File: src/hw/rtl/bresenham_line_stepper_top_macros.svh
// Assertion macros of the line stepper RTL.
`ifndef BRESENHAM_LINE_STEPPER_TOP_MACROS_SVH
`define BRESENHAM_LINE_STEPPER_TOP_MACROS_SVH

`ifndef SYNTHESIS
`define BLS_ASSERT(lbl, prop) \
  lbl: assert property (@(posedge clk_i) disable iff (!rst_ni) (prop)) \
    else $error("line stepper assertion failed");
`define BLS_ASSERT_IMP(lbl, ante, cons) \
  lbl: assert property (@(posedge clk_i) disable iff (!rst_ni) (ante) |-> (cons)) \
    else $error("line stepper assertion failed");
`define BLS_ASSERT_NEXT(lbl, ante, cons) \
  lbl: assert property (@(posedge clk_i) disable iff (!rst_ni) (ante) |=> (cons)) \
    else $error("line stepper assertion failed");
`else
`define BLS_ASSERT(lbl, prop)
`define BLS_ASSERT_IMP(lbl, ante, cons)
`define BLS_ASSERT_NEXT(lbl, ante, cons)
`endif

`endif

File: src/hw/rtl/bls_pkg.sv
// Types and constants of the line stepper.
package bls_pkg;

  localparam int unsigned CoordW = 16;
  localparam int unsigned DiffW  = CoordW + 1;
  localparam int unsigned ErrW   = CoordW + 4;
  localparam int unsigned ColorW = 32;

  typedef logic signed [CoordW-1:0] coord_t;
  typedef logic signed [DiffW-1:0]  diff_t;
  typedef logic signed [ErrW-1:0]   err_t;
  typedef logic [ColorW-1:0]        color_t;

  typedef enum logic {
    REQ_LOAD = 1'b0,
    REQ_STEP = 1'b1
  } req_e;

  typedef struct packed {
    req_e   req_type;
    coord_t start_x;
    coord_t start_y;
    coord_t end_x;
    coord_t end_y;
    color_t line_color;
  } bls_in_t;

  typedef struct packed {
    logic   pixel_valid;
    coord_t pixel_x;
    coord_t pixel_y;
    color_t pixel_color;
    logic   last_pixel;
  } bls_out_t;

  // Captured item together with its end-point differences.
  typedef struct packed {
    bls_in_t item;
    diff_t   dx;
    diff_t   dy;
  } bls_stage_t;

endpackage

File: src/hw/rtl/bls_in_reg.sv
// Input register of the line stepper with end-point difference precompute.
module bls_in_reg (
  input  logic                clk_i,
  input  logic                rst_ni,
  input  logic                in_valid_i,
  output logic                in_stall_o,
  input  bls_pkg::bls_in_t    in_data_i,
  input  logic                advance_i,
  output logic                stage_valid_o,
  output bls_pkg::bls_stage_t stage_data_o
);
  import bls_pkg::*;

  logic       valid_q, valid_d;
  logic       accept;
  bls_stage_t data_q, data_d;

  assign in_stall_o = valid_q && !advance_i;
  assign accept     = in_valid_i && !in_stall_o;

  always_comb begin
    data_d.item = in_data_i;
    data_d.dx   = diff_t'(in_data_i.end_x) - diff_t'(in_data_i.start_x);
    data_d.dy   = diff_t'(in_data_i.end_y) - diff_t'(in_data_i.start_y);
  end

  always_comb begin
    if (accept) begin
      valid_d = 1'b1;
    end else if (advance_i) begin
      valid_d = 1'b0;
    end else begin
      valid_d = valid_q;
    end
  end

  always_ff @(posedge clk_i or negedge rst_ni) begin
    if (!rst_ni) begin
      valid_q <= 1'b0;
    end else begin
      valid_q <= valid_d;
    end
  end

  always_ff @(posedge clk_i) begin
    if (accept) begin
      data_q <= data_d;
    end
  end

  assign stage_valid_o = valid_q;
  assign stage_data_o  = data_q;

endmodule

File: src/hw/rtl/bls_step_core.sv
// Line setup, Bresenham stepping state and the result register.
`include "bresenham_line_stepper_top_macros.svh"

module bls_step_core (
  input  logic                clk_i,
  input  logic                rst_ni,
  input  logic                stage_valid_i,
  input  bls_pkg::bls_stage_t stage_data_i,
  output logic                advance_o,
  output logic                out_valid_o,
  input  logic                out_stall_i,
  output bls_pkg::bls_out_t   out_data_o
);
  import bls_pkg::*;

  // Stepping state.
  logic   active_q, active_d;
  coord_t cur_x_q, cur_x_d, cur_y_q, cur_y_d;
  coord_t major_end_q, major_end_d;
  err_t   err_q, err_d, inc_s_q, inc_s_d, inc_d_q, inc_d_d;
  logic   y_major_q, y_major_d, minor_neg_q, minor_neg_d, axis_q, axis_d;
  color_t color_q, color_d;

  // Result register.
  logic     out_valid_q;
  bls_out_t out_q, out_d;

  logic fire;
  logic idle_step;

  // Load setup terms.
  bls_in_t item;
  diff_t   dx, dy, abs_dx, abs_dy, amaj, amin;
  logic    ld_axis, ld_ymaj, ld_swap;
  coord_t  ld_x, ld_y, ld_major;
  err_t    two_amin;

  // Step terms.
  logic   move_minor;
  coord_t cur_major;
  coord_t major_n;

  assign advance_o = !out_valid_q || !out_stall_i;
  assign fire      = advance_o && stage_valid_i;
  assign idle_step = fire && (item.req_type == REQ_STEP) && !active_q;

  assign item   = stage_data_i.item;
  assign dx     = stage_data_i.dx;
  assign dy     = stage_data_i.dy;
  assign abs_dx = dx[DiffW-1] ? -dx : dx;
  assign abs_dy = dy[DiffW-1] ? -dy : dy;

  // Lines are walked from the end with the smaller major coordinate; the
  // axis-aligned cases fall into the same selection.
  assign ld_axis  = (dx == '0) || (dy == '0);
  assign ld_ymaj  = ld_axis ? (dx == '0) : !(abs_dy < abs_dx);
  assign ld_swap  = ld_ymaj ? dy[DiffW-1] : dx[DiffW-1];
  assign ld_x     = ld_swap ? item.end_x : item.start_x;
  assign ld_y     = ld_swap ? item.end_y : item.start_y;
  assign ld_major = ld_ymaj ? (ld_swap ? item.start_y : item.end_y)
                            : (ld_swap ? item.start_x : item.end_x);
  assign amaj     = ld_ymaj ? abs_dy : abs_dx;
  assign amin     = ld_ymaj ? abs_dx : abs_dy;
  assign two_amin = err_t'(amin) <<< 1;

  assign cur_major  = y_major_q ? cur_y_q : cur_x_q;
  assign move_minor = !axis_q && (err_q > err_t'(0));
  assign major_n    = cur_major + coord_t'(1);

  always_comb begin
    active_d    = active_q;
    cur_x_d     = cur_x_q;
    cur_y_d     = cur_y_q;
    major_end_d = major_end_q;
    err_d       = err_q;
    inc_s_d     = inc_s_q;
    inc_d_d     = inc_d_q;
    y_major_d   = y_major_q;
    minor_neg_d = minor_neg_q;
    axis_d      = axis_q;
    color_d     = color_q;
    out_d       = '0;

    if (item.req_type == REQ_LOAD) begin
      cur_x_d     = ld_x;
      cur_y_d     = ld_y;
      major_end_d = ld_major;
      y_major_d   = ld_ymaj;
      axis_d      = ld_axis;
      color_d     = item.line_color;
      if (ld_axis) begin
        err_d       = '0;
        inc_s_d     = '0;
        inc_d_d     = '0;
        minor_neg_d = 1'b0;
      end else begin
        inc_s_d     = two_amin;
        inc_d_d     = two_amin - (err_t'(amaj) <<< 1);
        err_d       = two_amin - err_t'(amaj);
        // The minor direction flips when the walk starts from the far end.
        minor_neg_d = ld_ymaj ? (ld_swap ? (dx > diff_t'(0)) : dx[DiffW-1])
                              : (ld_swap ? (dy > diff_t'(0)) : dy[DiffW-1]);
      end
      active_d          = ((ld_ymaj ? ld_y : ld_x) != ld_major);
      out_d.pixel_valid = 1'b1;
      out_d.pixel_x     = ld_x;
      out_d.pixel_y     = ld_y;
      out_d.pixel_color = item.line_color;
      out_d.last_pixel  = !active_d;
    end else if (active_q) begin
      if (!axis_q) begin
        err_d = err_q + (move_minor ? inc_d_q : inc_s_q);
      end
      if (y_major_q) begin
        cur_y_d = major_n;
        if (move_minor) begin
          cur_x_d = minor_neg_q ? cur_x_q - coord_t'(1) : cur_x_q + coord_t'(1);
        end
      end else begin
        cur_x_d = major_n;
        if (move_minor) begin
          cur_y_d = minor_neg_q ? cur_y_q - coord_t'(1) : cur_y_q + coord_t'(1);
        end
      end
      active_d          = !(major_n >= major_end_q);
      out_d.pixel_valid = 1'b1;
      out_d.pixel_x     = cur_x_d;
      out_d.pixel_y     = cur_y_d;
      out_d.pixel_color = color_q;
      out_d.last_pixel  = !active_d;
    end
  end

  always_ff @(posedge clk_i or negedge rst_ni) begin
    if (!rst_ni) begin
      active_q    <= 1'b0;
      out_valid_q <= 1'b0;
      cur_x_q     <= '0;
      cur_y_q     <= '0;
      major_end_q <= '0;
      err_q       <= '0;
      inc_s_q     <= '0;
      inc_d_q     <= '0;
      y_major_q   <= 1'b0;
      minor_neg_q <= 1'b0;
      axis_q      <= 1'b0;
      color_q     <= '0;
    end else begin
      if (fire) begin
        active_q    <= active_d;
        cur_x_q     <= cur_x_d;
        cur_y_q     <= cur_y_d;
        major_end_q <= major_end_d;
        err_q       <= err_d;
        inc_s_q     <= inc_s_d;
        inc_d_q     <= inc_d_d;
        y_major_q   <= y_major_d;
        minor_neg_q <= minor_neg_d;
        axis_q      <= axis_d;
        color_q     <= color_d;
      end
      if (advance_o) begin
        out_valid_q <= stage_valid_i;
      end
    end
  end

  always_ff @(posedge clk_i) begin
    if (fire) begin
      out_q <= out_d;
    end
  end

  assign out_valid_o = out_valid_q;
  assign out_data_o  = out_q;

  `BLS_ASSERT_IMP(a_active_before_end, active_q, cur_major < major_end_q)
  `BLS_ASSERT_IMP(a_axis_err_zero, active_q && axis_q, err_q == '0)
  `BLS_ASSERT_NEXT(a_idle_step_empty, idle_step, !out_q.pixel_valid)
  `BLS_ASSERT_NEXT(a_hold_on_stall, !advance_o, $stable(active_q) && $stable(cur_x_q) && $stable(cur_y_q))

endmodule

File: src/hw/rtl/bresenham_line_stepper_top.sv
// Bresenham line stepper: one result per load or step transfer (no pixel if idle).
// Each item passes through the input register and then the result register.
// Throughput: one item per cycle while the result side does not stall;
// setup and each step are combinational logic ahead of the result register.
// Stalls on the result side hold the input register and the stepping state.
// Reset (asynchronous, active low) clears the pipeline valids and the line state.
module bresenham_line_stepper_top (
  input  logic              clk_i,
  input  logic              rst_ni,
  input  logic              in_valid_i,
  output logic              in_stall_o,
  input  bls_pkg::bls_in_t  in_data_i,
  output logic              out_valid_o,
  input  logic              out_stall_i,
  output bls_pkg::bls_out_t out_data_o
);
  import bls_pkg::*;

  logic       advance;
  logic       stage_valid;
  bls_stage_t stage_data;

  bls_in_reg u_in_reg (
    .clk_i         (clk_i),
    .rst_ni        (rst_ni),
    .in_valid_i    (in_valid_i),
    .in_stall_o    (in_stall_o),
    .in_data_i     (in_data_i),
    .advance_i     (advance),
    .stage_valid_o (stage_valid),
    .stage_data_o  (stage_data)
  );

  bls_step_core u_step_core (
    .clk_i         (clk_i),
    .rst_ni        (rst_ni),
    .stage_valid_i (stage_valid),
    .stage_data_i  (stage_data),
    .advance_o     (advance),
    .out_valid_o   (out_valid_o),
    .out_stall_i   (out_stall_i),
    .out_data_o    (out_data_o)
  );

endmodule
File: config.mk
export PLATFORM = sky130hd
export DESIGN_NAME = bresenham_line_stepper_top
export DESIGN_NICKNAME = d
export VERILOG_FILES = /design/src/hw/rtl/bls_pkg.sv /design/src/hw/rtl/bls_in_reg.sv /design/src/hw/rtl/bls_step_core.sv /design/src/hw/rtl/bresenham_line_stepper_top.sv
export VERILOG_INCLUDE_DIRS = /design/src /design/src/hw/rtl
export SDC_FILE = /design/constraint.sdc
export NUM_CORES = 1
export LEC_CHECK = 0
export ABC_AREA = 1
export BUFFER_PORTS_ARGS = -buffer_cell sky130_fd_sc_hd__buf_2
export CAP_MARGIN = 20
export CORE_ASPECT_RATIO = 0.8
export CORE_MARGIN = 4
export CORE_UTILIZATION = 55
export DETAILED_ROUTE_END_ITERATION = 10
export PLACE_DENSITY = 0.85
export SLEW_MARGIN = 20
export SYNTH_ARGS = -nofsm -noshare
export SYNTH_HDL_FRONTEND = slang
export SYNTH_SLANG_ARGS = --single-unit
export TNS_END_PERCENT = 20
File: constraint.sdc
create_clock -name clk_i -period 13.3 [get_ports clk_i]
set_input_delay 0 -clock clk_i [delete_from_list [all_inputs] [get_ports clk_i]]
set_output_delay 0 -clock clk_i [all_outputs]
set_load 0.1 [all_outputs]
==> impl_results.md, run 1 <==
* Status: finished clean
* Pwr dens at ~250 nW/um^2
* Most Crowded Layer GR: met2
* Fin cells at around 3800
* Die Wd at 237 microns
* Req. time, crit path at 13.75 ns
* Synth Flop Type: edfxtp_1
* DP Area at ~24000 sq um
* Resize count post-CTS at 0
* WL per Instance at around 18 microns
* Rows at between 60 and 70
* Die height at approximately 190 microns
* Count leader, synth: nand2_1
* Synthesis Warnings at 0
* Peak VDD IR at around 0.12 mV
* Slew Limit Fails at 0
* Synthesized Nets at between 3000 and 4000
* Number of setup violations in the final report at 0
* Drt drc at 0
* Post-route cell area at 26400 sq um
* Post-synthesis cell count at 3023
* CTS tree: built
* Max FO, Critical Path at a little over 100
* Initial Utilization at 0.562
* Area of the multi-input gates at 11600 sq um
* Most frequent cells after synthesis: nand2_1, inv_1, o21ai_0, nand3_1, edfxtp_1
* CTS clk-pin slew, worst paths at 0.06 ns
* Syn_area_per_cell at 7.63 sq um
* Synth area leaders: edfxtp_1, dfrtp_1, nand2_1
* Delay-heaviest family, CP: simple AND/OR/NAND/NOR gates
* CP peak stage delay at around 0.80 ns
* Unrepaired setup endpoints after global routing: no
* Via density at slightly below 6
* Placed Cells at 3636
* Placer Congestion at 0.989
* #FFs+latches synth at 338
* CP Launch Point: u_in_reg.stage_data_o[17]$_DFFE_PP_
* Arrival @ worst endpoint at roughly 6.6 ns
* GRT met1 Usage at 0.442
* Worst slack, placed at roughly 7.3 ns
* H-tree lvl count at 2
* First-pass GRT wire length at between 100000 and 150000 microns
* GRT met2 Usage at 0.446
* DRT antenna net count at 0
* Root buffer cell: clkbuf_16
* Core area at just over 40000 sq um
* Hpwl dp at 48200 microns
* Critical path's most frequent cell: nand2_1
* Pre-antenna DRT Iters at 6
* Routed via count at ~22000
* Max_slew headroom at 0.273
* Max Freq at ~160 MHz
* Layout cells sized above 1 at 0.0963
* Post-synth EDFFs at between 150 and 200
* Hold WC Path Type: primary input to asynchronous set/reset pin
* Buf/Inv on CP at 4
* Setup crit end kind: register
* Fin crit period at between 6 and 7 ns
* Top cell type's share of synthesized area at 0.256
* I/O Pins at between 150 and 200
* R2R Path Start: u_in_reg.stage_data_o[17]$_DFFE_PP_
* All-Layer GR Usage at 0.300
* Crit Path Class: register to register
* I/O Buffers at 168
* Maximum clock insertion buffer count at 3
* Setup TNS at 0 ns
* CTS Buf Count at 37
* Async set-reset flop share out of synthesis at 0.417
* Sink Count at ~340
* CP max-delay cell: nand2_4
* Largest net degree at the start of global routing at approximately 110
* Full die area at approximately 45000 sq um
* Initial antenna violation count at 1
* Final core occ at 0.644
* P&R area growth vs syn at 14.6%
* Max_cap viols at 0
* Final hold slack at 0.0618 ns
* Detailed Route Iter0 Violations at between 3000 and 4000
* Worst setup SP type: register
* Total power at 6.57 mW
* Fill cells at approximately 3200
* Sequential share of the synthesized area at 0.409
* Cell leakage power at between 10 and 15 nW
* Post-route clock period utilization at 0.461
* Transition time of the tightest slew-check pin at ~1.1 ns
* Syn Std Cell Area at between 20000 and 25000 sq um
* # nets final at between 3000 and 4000
* Yosys cell types at 55
* Routed wire length at 70300 microns
* Hold Fails Final Rpt at 0
* Register area at 9440 sq um
* Clk_skew at between 0.01 and 0.015 ns
* Post-synth top area cell: edfxtp_1
* Global-route met3 utilization at 0.0721
* Clk_lat worst skew at ~0.55 ns
* Overflow left after global routing at 0
* Final WS setup at 7.17 ns
* Number of global-route vias before repair at between 20000 and 25000
-- layout make-up --
type,count,area share
Tap cell,544,0.0257
Timing Repair Buffer,288,0.0756
Clock buffer,51,0.0402
Clock inverter,16,0.00705
Antenna cell,2,0.000189
Inverter,386,0.0549
Multi-Input combinational cell,2180,0.439
Sequential cell,338,0.357
-- sequential cells by signal (all words and copies together) (netlist names) --
| signal | cells |
|---|---|
| u_in_reg.stage_data_o | 131 |
| u_step_core.out_data_o | 66 |
| u_step_core.color_q | 32 |
| u_step_core.err_q | 20 |
| u_step_core.inc_d_q | 18 |
| u_step_core.inc_s_q | 17 |
| u_step_core.cur_x_q | 16 |
| u_step_core.cur_y_q | 16 |
| u_step_core.major_end_q | 16 |
| u_in_reg.stage_valid_o | 1 |
| u_step_core.active_q | 1 |
| u_step_core.axis_q | 1 |
| u_step_core.minor_neg_q | 1 |
| u_step_core.out_valid_o | 1 |
| u_step_core.y_major_q | 1 |
-- worst paths after layout --
| path | to | slack, ns | cells past startpoint |
|---|---|---|---|
| worst min-delay path | u_step_core.cur_x_q[9]$_DFFE_PN0P_ | 0.06 | 2 |
| min in group clk_i | u_in_reg.stage_data_o[46]$_DFFE_PP_ | 0.18 | 2 |
| max in group asynchronous | u_step_core.inc_d_q[10]$_DFFE_PN0P_ | 11.82 | 3 |
| worst max register to register | u_step_core.err_q[18]$_DFFE_PN0P_ | 7.17 | 35 |
| worst max-delay path | u_step_core.err_q[18]$_DFFE_PN0P_ | 7.17 | 35 |
| worst min register to register | u_step_core.inc_s_q[7]$_DFFE_PN0P_ | 0.48 | 2 |
-- cell families after synthesis --
kind of cell	after synthesis	share of synthesized area
buf+inv	505	0.0880
xor+xnor	87	0.0330
compound gates	641	0.151
flops	338	0.409
simple gates	1315	0.243
fa+ha+maj	137	0.0763
-- repair_timing --
item                                   in CTS  in global routing
setup buffers                               0                  0
endpoints found under the hold margin     180                  0
hold buffers                              100                  0
-- report_power, final --
part	leakage, nW	switching (mW)	internal (mW)
Clock	0.601	0.439	0.638
Sequential	3.62	0.183	1.42
Combinational	8.53	2.68	1.21
Total	12.8	3.31	3.26
-- routing by layer --
metal / routed length, microns / part of all wire / up-vias
met3: 8770 / 0.12 / 150
met5: 0 / 0 / -
met2: 30200 / 0.43 / 1335
met4: 1980 / 0.028 / 0
li1: - / - / 10500
met1: 29300 / 0.42 / 10200
-- placed cells by master, fill, tap and decap left out, types with 5 or more instances in the layout --
cell,n
o221ai_1,6
nand2_2,10
fa_1,6
o21ai_0,319
and2_1,6
or2_2,10
a21o_1,7
clkbuf_16,40
o21ai_1,38
a22oi_1,5
nand3_2,7
ha_1,131
inv_2,12
nor2_1,150
xnor2_1,24
buf_2,167
xor2_1,63
clkinv_1,7
buf_4,20
nand4_1,17
nand3_1,269
inv_1,370
nand2_1,792
a21oi_1,176
o21bai_1,17
nor4_1,7
nor2_2,9
edfxtp_1,197
dlygate4sd3_1,100
o211ai_1,12
o31ai_1,5
dfrtp_1,141
nand3b_1,10
clkbuf_1,9
o22ai_1,5
nor3_1,15
a31oi_1,20
o21ai_2,9
(Power assumes the default switching activity.)
==> inputs of run 2 (changes only) <==
Settings changed: ABC_AREA 1 to 0, PLACE_DENSITY 0.85 to 0.88.
Clock period 13.3 ns to 5.5 ns, I/O delays scaled along.
==> run 2 against run 1 <==
Net effect:
- the run now ends with negative setup slack left
- worst setup slack lost 7.4 ns
- power grew 140%
- area after synthesis shrank 5.7%
- routed wire length grew 8.3%
- first-iteration DRC count shrank 13%
- sequential cell count is the same
- critical endpoint is now u_step_core.err_q[19]$_DFFE_PN0P_
- largest power group unchanged
==> impl_results.md, run 2 <==
* Status: finished, violations left (was finished clean)
* Failing checks: negative setup slack
* Maximum clock insertion buffer count at 3 (unchanged)
* Hold Fails Final Rpt at 0 (unchanged)
* Detailed Route Iter0 Violations at 2892 (was 3317)
* Req. time, crit path at 5.98 ns (was 13.75 ns)
* Max_cap viols at 0 (unchanged)
* Drt drc at 0 (unchanged)
* Async set-reset flop share out of synthesis at 0.417 (unchanged)
* Initial antenna violation count at 9 (was 1)
* Routed wire length at 76100 microns (was 70300 microns)
* Placed Cells at 3230 (was 3636)
* Final core occ at 0.709 (was 0.644)
* Hold WC Path Type: primary input to asynchronous set/reset pin (unchanged)
* WL per Instance at 22.2 microns (was 18.5 microns)
* Synth area leaders: edfxtp_1, dfrtp_1, ha_1 (was edfxtp_1, dfrtp_1, nand2_1)
* Reg2Reg Setup Slack at -0.25 ns (was 7.17 ns)
* Critical R2R Capture: u_step_core.err_q[19]$_DFFE_PN0P_ (was u_step_core.err_q[18]$_DFFE_PN0P_)
* # nets final at 3100 (was 3469)
* Number of setup violations in the final report at 13 (was 0)
* Synth Flop Type: edfxtp_1 (unchanged)
* Arrival @ worst endpoint at 6.23 ns (was 6.58 ns)
* Synthesis Warnings at 0 (unchanged)
* Combinational family with the most area after synthesis: compound AO/OA/AOI/OAI gates (was simple AND/OR/NAND/NOR gates)
* Max FO, Critical Path at 5 (was 103)
* Post-synthesis cell count at 2393 (was 3023)
* Critical path's most frequent cell: buf_4 (was nand2_1)
* Max reg flops at 131 (unchanged)
* Cell leakage power at 12.1 nW (was 12.8 nW)
* I/O Buffers at 168 (unchanged)
* Fin cells at 3422 (was 3805)
* Clk_skew at 0.0317 ns (was 0.0149 ns)
* Core area at 38700 sq um (was 41000 sq um)
* Sink Count at 338 (unchanged)
* P&R area growth vs syn at 26.1% (was 14.6%)
* Full die area at 42800 sq um (was 45300 sq um)
* Post-route clock period utilization at 1.05 (was 0.461)
* Post-Synth Adder-Cell Area at 0.0809 (was 0.0763)
* Syn Std Cell Area at 21800 sq um (was 23100 sq um)
* Commonest non-fill, non-tap cells in the layout: nand2_1, buf_4, o21ai_0, edfxtp_1, nor2_1 (was nand2_1, inv_1, o21ai_0, nand3_1, edfxtp_1)
* Rows at 64 (was 66)
* Final WS setup at -0.251 ns (was 7.17 ns)
* DP Area at 24800 sq um (was 24200 sq um)
* Max Freq at 174 MHz (was 163 MHz)
* Pre-antenna DRT Iters at 6 (unchanged)
* Overflow left after global routing at 0 (unchanged)
* Die height at 186 microns (was 191 microns)
* Peak VDD IR at 0.336 mV (was 0.116 mV)
* Clk_lat worst skew at 0.56 ns (was 0.55 ns)
* I/O Pins at 169 (unchanged)
* CP Launch Point: u_in_reg.stage_data_o[7]$_DFFE_PP_ (was u_in_reg.stage_data_o[17]$_DFFE_PP_)
* All-Layer GR Usage at 0.346 (was 0.300)
* Worst setup endpoint: u_step_core.err_q[19]$_DFFE_PN0P_ (was u_step_core.err_q[18]$_DFFE_PN0P_)
* Commonest non-fill, non-tap cell in the layout: nand2_1 (unchanged)
* XOR/XNOR Fraction of Synth Area at 0.0632 (was 0.0330)
* #FFs+latches synth at 338 (unchanged)
* Sequential share of the synthesized area at 0.434 (was 0.409)
* Crit Path Class: register to register (unchanged)
* Post-synth EDFFs at 197 (unchanged)
* Simple-gate share of the synthesized area at 0.155 (was 0.243)
* Post-route cell area at 27400 sq um (was 26400 sq um)
* Synthesized Nets at 2631 (was 3261)
* Transition time of the tightest slew-check pin at 1.10 ns (was 1.09 ns)
* Most frequent cells after synthesis: nand2_1, o21ai_0, edfxtp_1, nor2_1, a21oi_1 (was nand2_1, inv_1, o21ai_0, nand3_1, edfxtp_1)
* Fin crit period at 5.75 ns (was 6.13 ns)
* Post-synth top area cell: edfxtp_1 (unchanged)
* Total power at 15.8 mW (was 6.57 mW)
* Count leader, synth: nand2_1 (unchanged)
* Yosys cell types at 87 (was 55)
* Hpwl dp at 54400 microns (was 48200 microns)
* CTS clk-pin slew, worst paths at 0.07 ns (was 0.06 ns)
* CP max-delay cell: edfxtp_1 (was nand2_4)
* Placer Congestion at 0.961 (was 0.989)
* Initial Utilization at 0.562 (about the same)
* CTS Buf Count at 36 (was 37)
* CP peak stage delay at 0.44 ns (was 0.80 ns)
* Syn_area_per_cell at 9.09 sq um (was 7.63 sq um)
* Layout cells sized above 1 at 0.212 (was 0.0963)
* Number of global-route vias before repair at 20200 (was 20100)
* R2R Path Start: u_in_reg.stage_data_o[7]$_DFFE_PP_ (was u_in_reg.stage_data_o[17]$_DFFE_PP_)
* Final hold slack at 0.0349 ns (was 0.0618 ns)
* Worst setup SP type: register (unchanged)
* Setup crit end kind: register (unchanged)
* Die Wd at 230 microns (was 237 microns)
* Top cell type's share of synthesized area at 0.272 (was 0.256)
* Routed via count at 21100 (was 22200)
* Via density at 6.16 (was 5.83)
* H-tree lvl count at 2 (unchanged)
* DRT antenna net count at 0 (unchanged)
* Synth Area in Compound Gates at 0.197 (was 0.151)
* Largest net degree at the start of global routing at 75 (was 113)
* Root buffer cell: clkbuf_16 (unchanged)
* Mux cell area share after synthesis at 0.0222 (was 0)
* Reg2Reg Depth at 28 (was 35)
* Unrepaired setup endpoints after global routing: yes (was no)
* CTS tree: built (unchanged)
* First-pass GRT wire length at 116000 microns (was 110000 microns)
* Pwr dens at 578 nW/um^2 (was 248 nW/um^2)
* Max_slew headroom at 0.266 (was 0.273)
* Slew Limit Fails at 0 (unchanged)
## run 2: how the worst min path moves through the flow
stage / slack (ns) / to / cells past startpoint
floorplan: -0.30 / u_in_reg.stage_valid_o$_DFFE_PN0P_ / 0
global placement: 0.06 / u_step_core.inc_d_q[16]$_DFFE_PN0P_ / 1
detailed placement: 0.07 / u_step_core.inc_d_q[16]$_DFFE_PN0P_ / 1
CTS: 0.09 / u_step_core.inc_d_q[16]$_DFFE_PN0P_ / 2
global route: 0.13 / u_step_core.inc_s_q[18]$_DFFE_PN0P_ / 2
finish: 0.03 / u_step_core.inc_d_q[14]$_DFFE_PN0P_ / 2
## run 2: area by class of cell
| class | count | area, sq um |
|---|---|---|
| diodes | 4 | 10.0 |
| multi-input cells | 1791 | 11600 |
| inverters | 152 | 571 |
| well taps | 528 | 661 |
| flip-flops and latches | 338 | 9450 |
| fillers | 2684 | 11300 |
| repair buffers | 543 | 3940 |
| clock inverters | 11 | 68.8 |
| clock buffers | 55 | 1110 |
## run 2: cell families (layout without fill, tap and decap cells)
group,Yosys count,count (layout)
and+or+nand+nor,759,759
AOI/OAI and AO/OA,692,692
DFF,338,338
buffers and inverters,264,761
xor gates and xnor gates,157,157
adders and majority gates,137,137
muxes,46,46
other,0,4
## run 2: worst max-delay path: cells and delay by family (launching register included)
family | cells | cell delay, ns
AO/OA/AOI/OAI | 13 | 1.94
AND/OR/NAND/NOR | 8 | 1.75
buffers and inverters | 4 | 0.72
adder cells (fa/ha/maj) | 2 | 0.69
flip-flops | 1 | 0.44
XOR/XNOR | 1 | 0.15
## run 2: power breakdown
part	internal, mW	leakage, nW	switching (mW)	total (mW)
registers	3.35	3.64	0.537	3.89
logic	3.93	7.89	5.58	9.51
clock network	1.40	0.585	1.04	2.44
## run 2: stage by stage
step	setup TNS [ns]	setup WS, ns
2_1_floorplan	-5.37	-0.611
3_3_place_gp	-3.77	-0.420
3_5_place_dp	-7.10	-0.595
4_1_cts	-1.29	-0.195
5_1_grt	-5.46	-0.509
6_report	-1.85	-0.251
## run 2: what timing repair did
action / CTS / global route
pin swaps: 23 / 10
hold endpoints to repair: 185 / 0
cloned: 0 / 0
setup endpoints to repair: 26 / 30
resized for setup: 29 / 23
hold buffers: 101 / 0
buffers inserted: 18 / 3
## run 2: per-layer routing
metal / routed length (microns) / global-route usage / vias to the layer above
met4: 2660 / 0.101 / 6
met1: 30700 / 0.474 / 10100
met5: 41 / 0 / -
met3: 8260 / 0.0814 / 197
met2: 34400 / 0.557 / 1341
li1: - / - / 9474
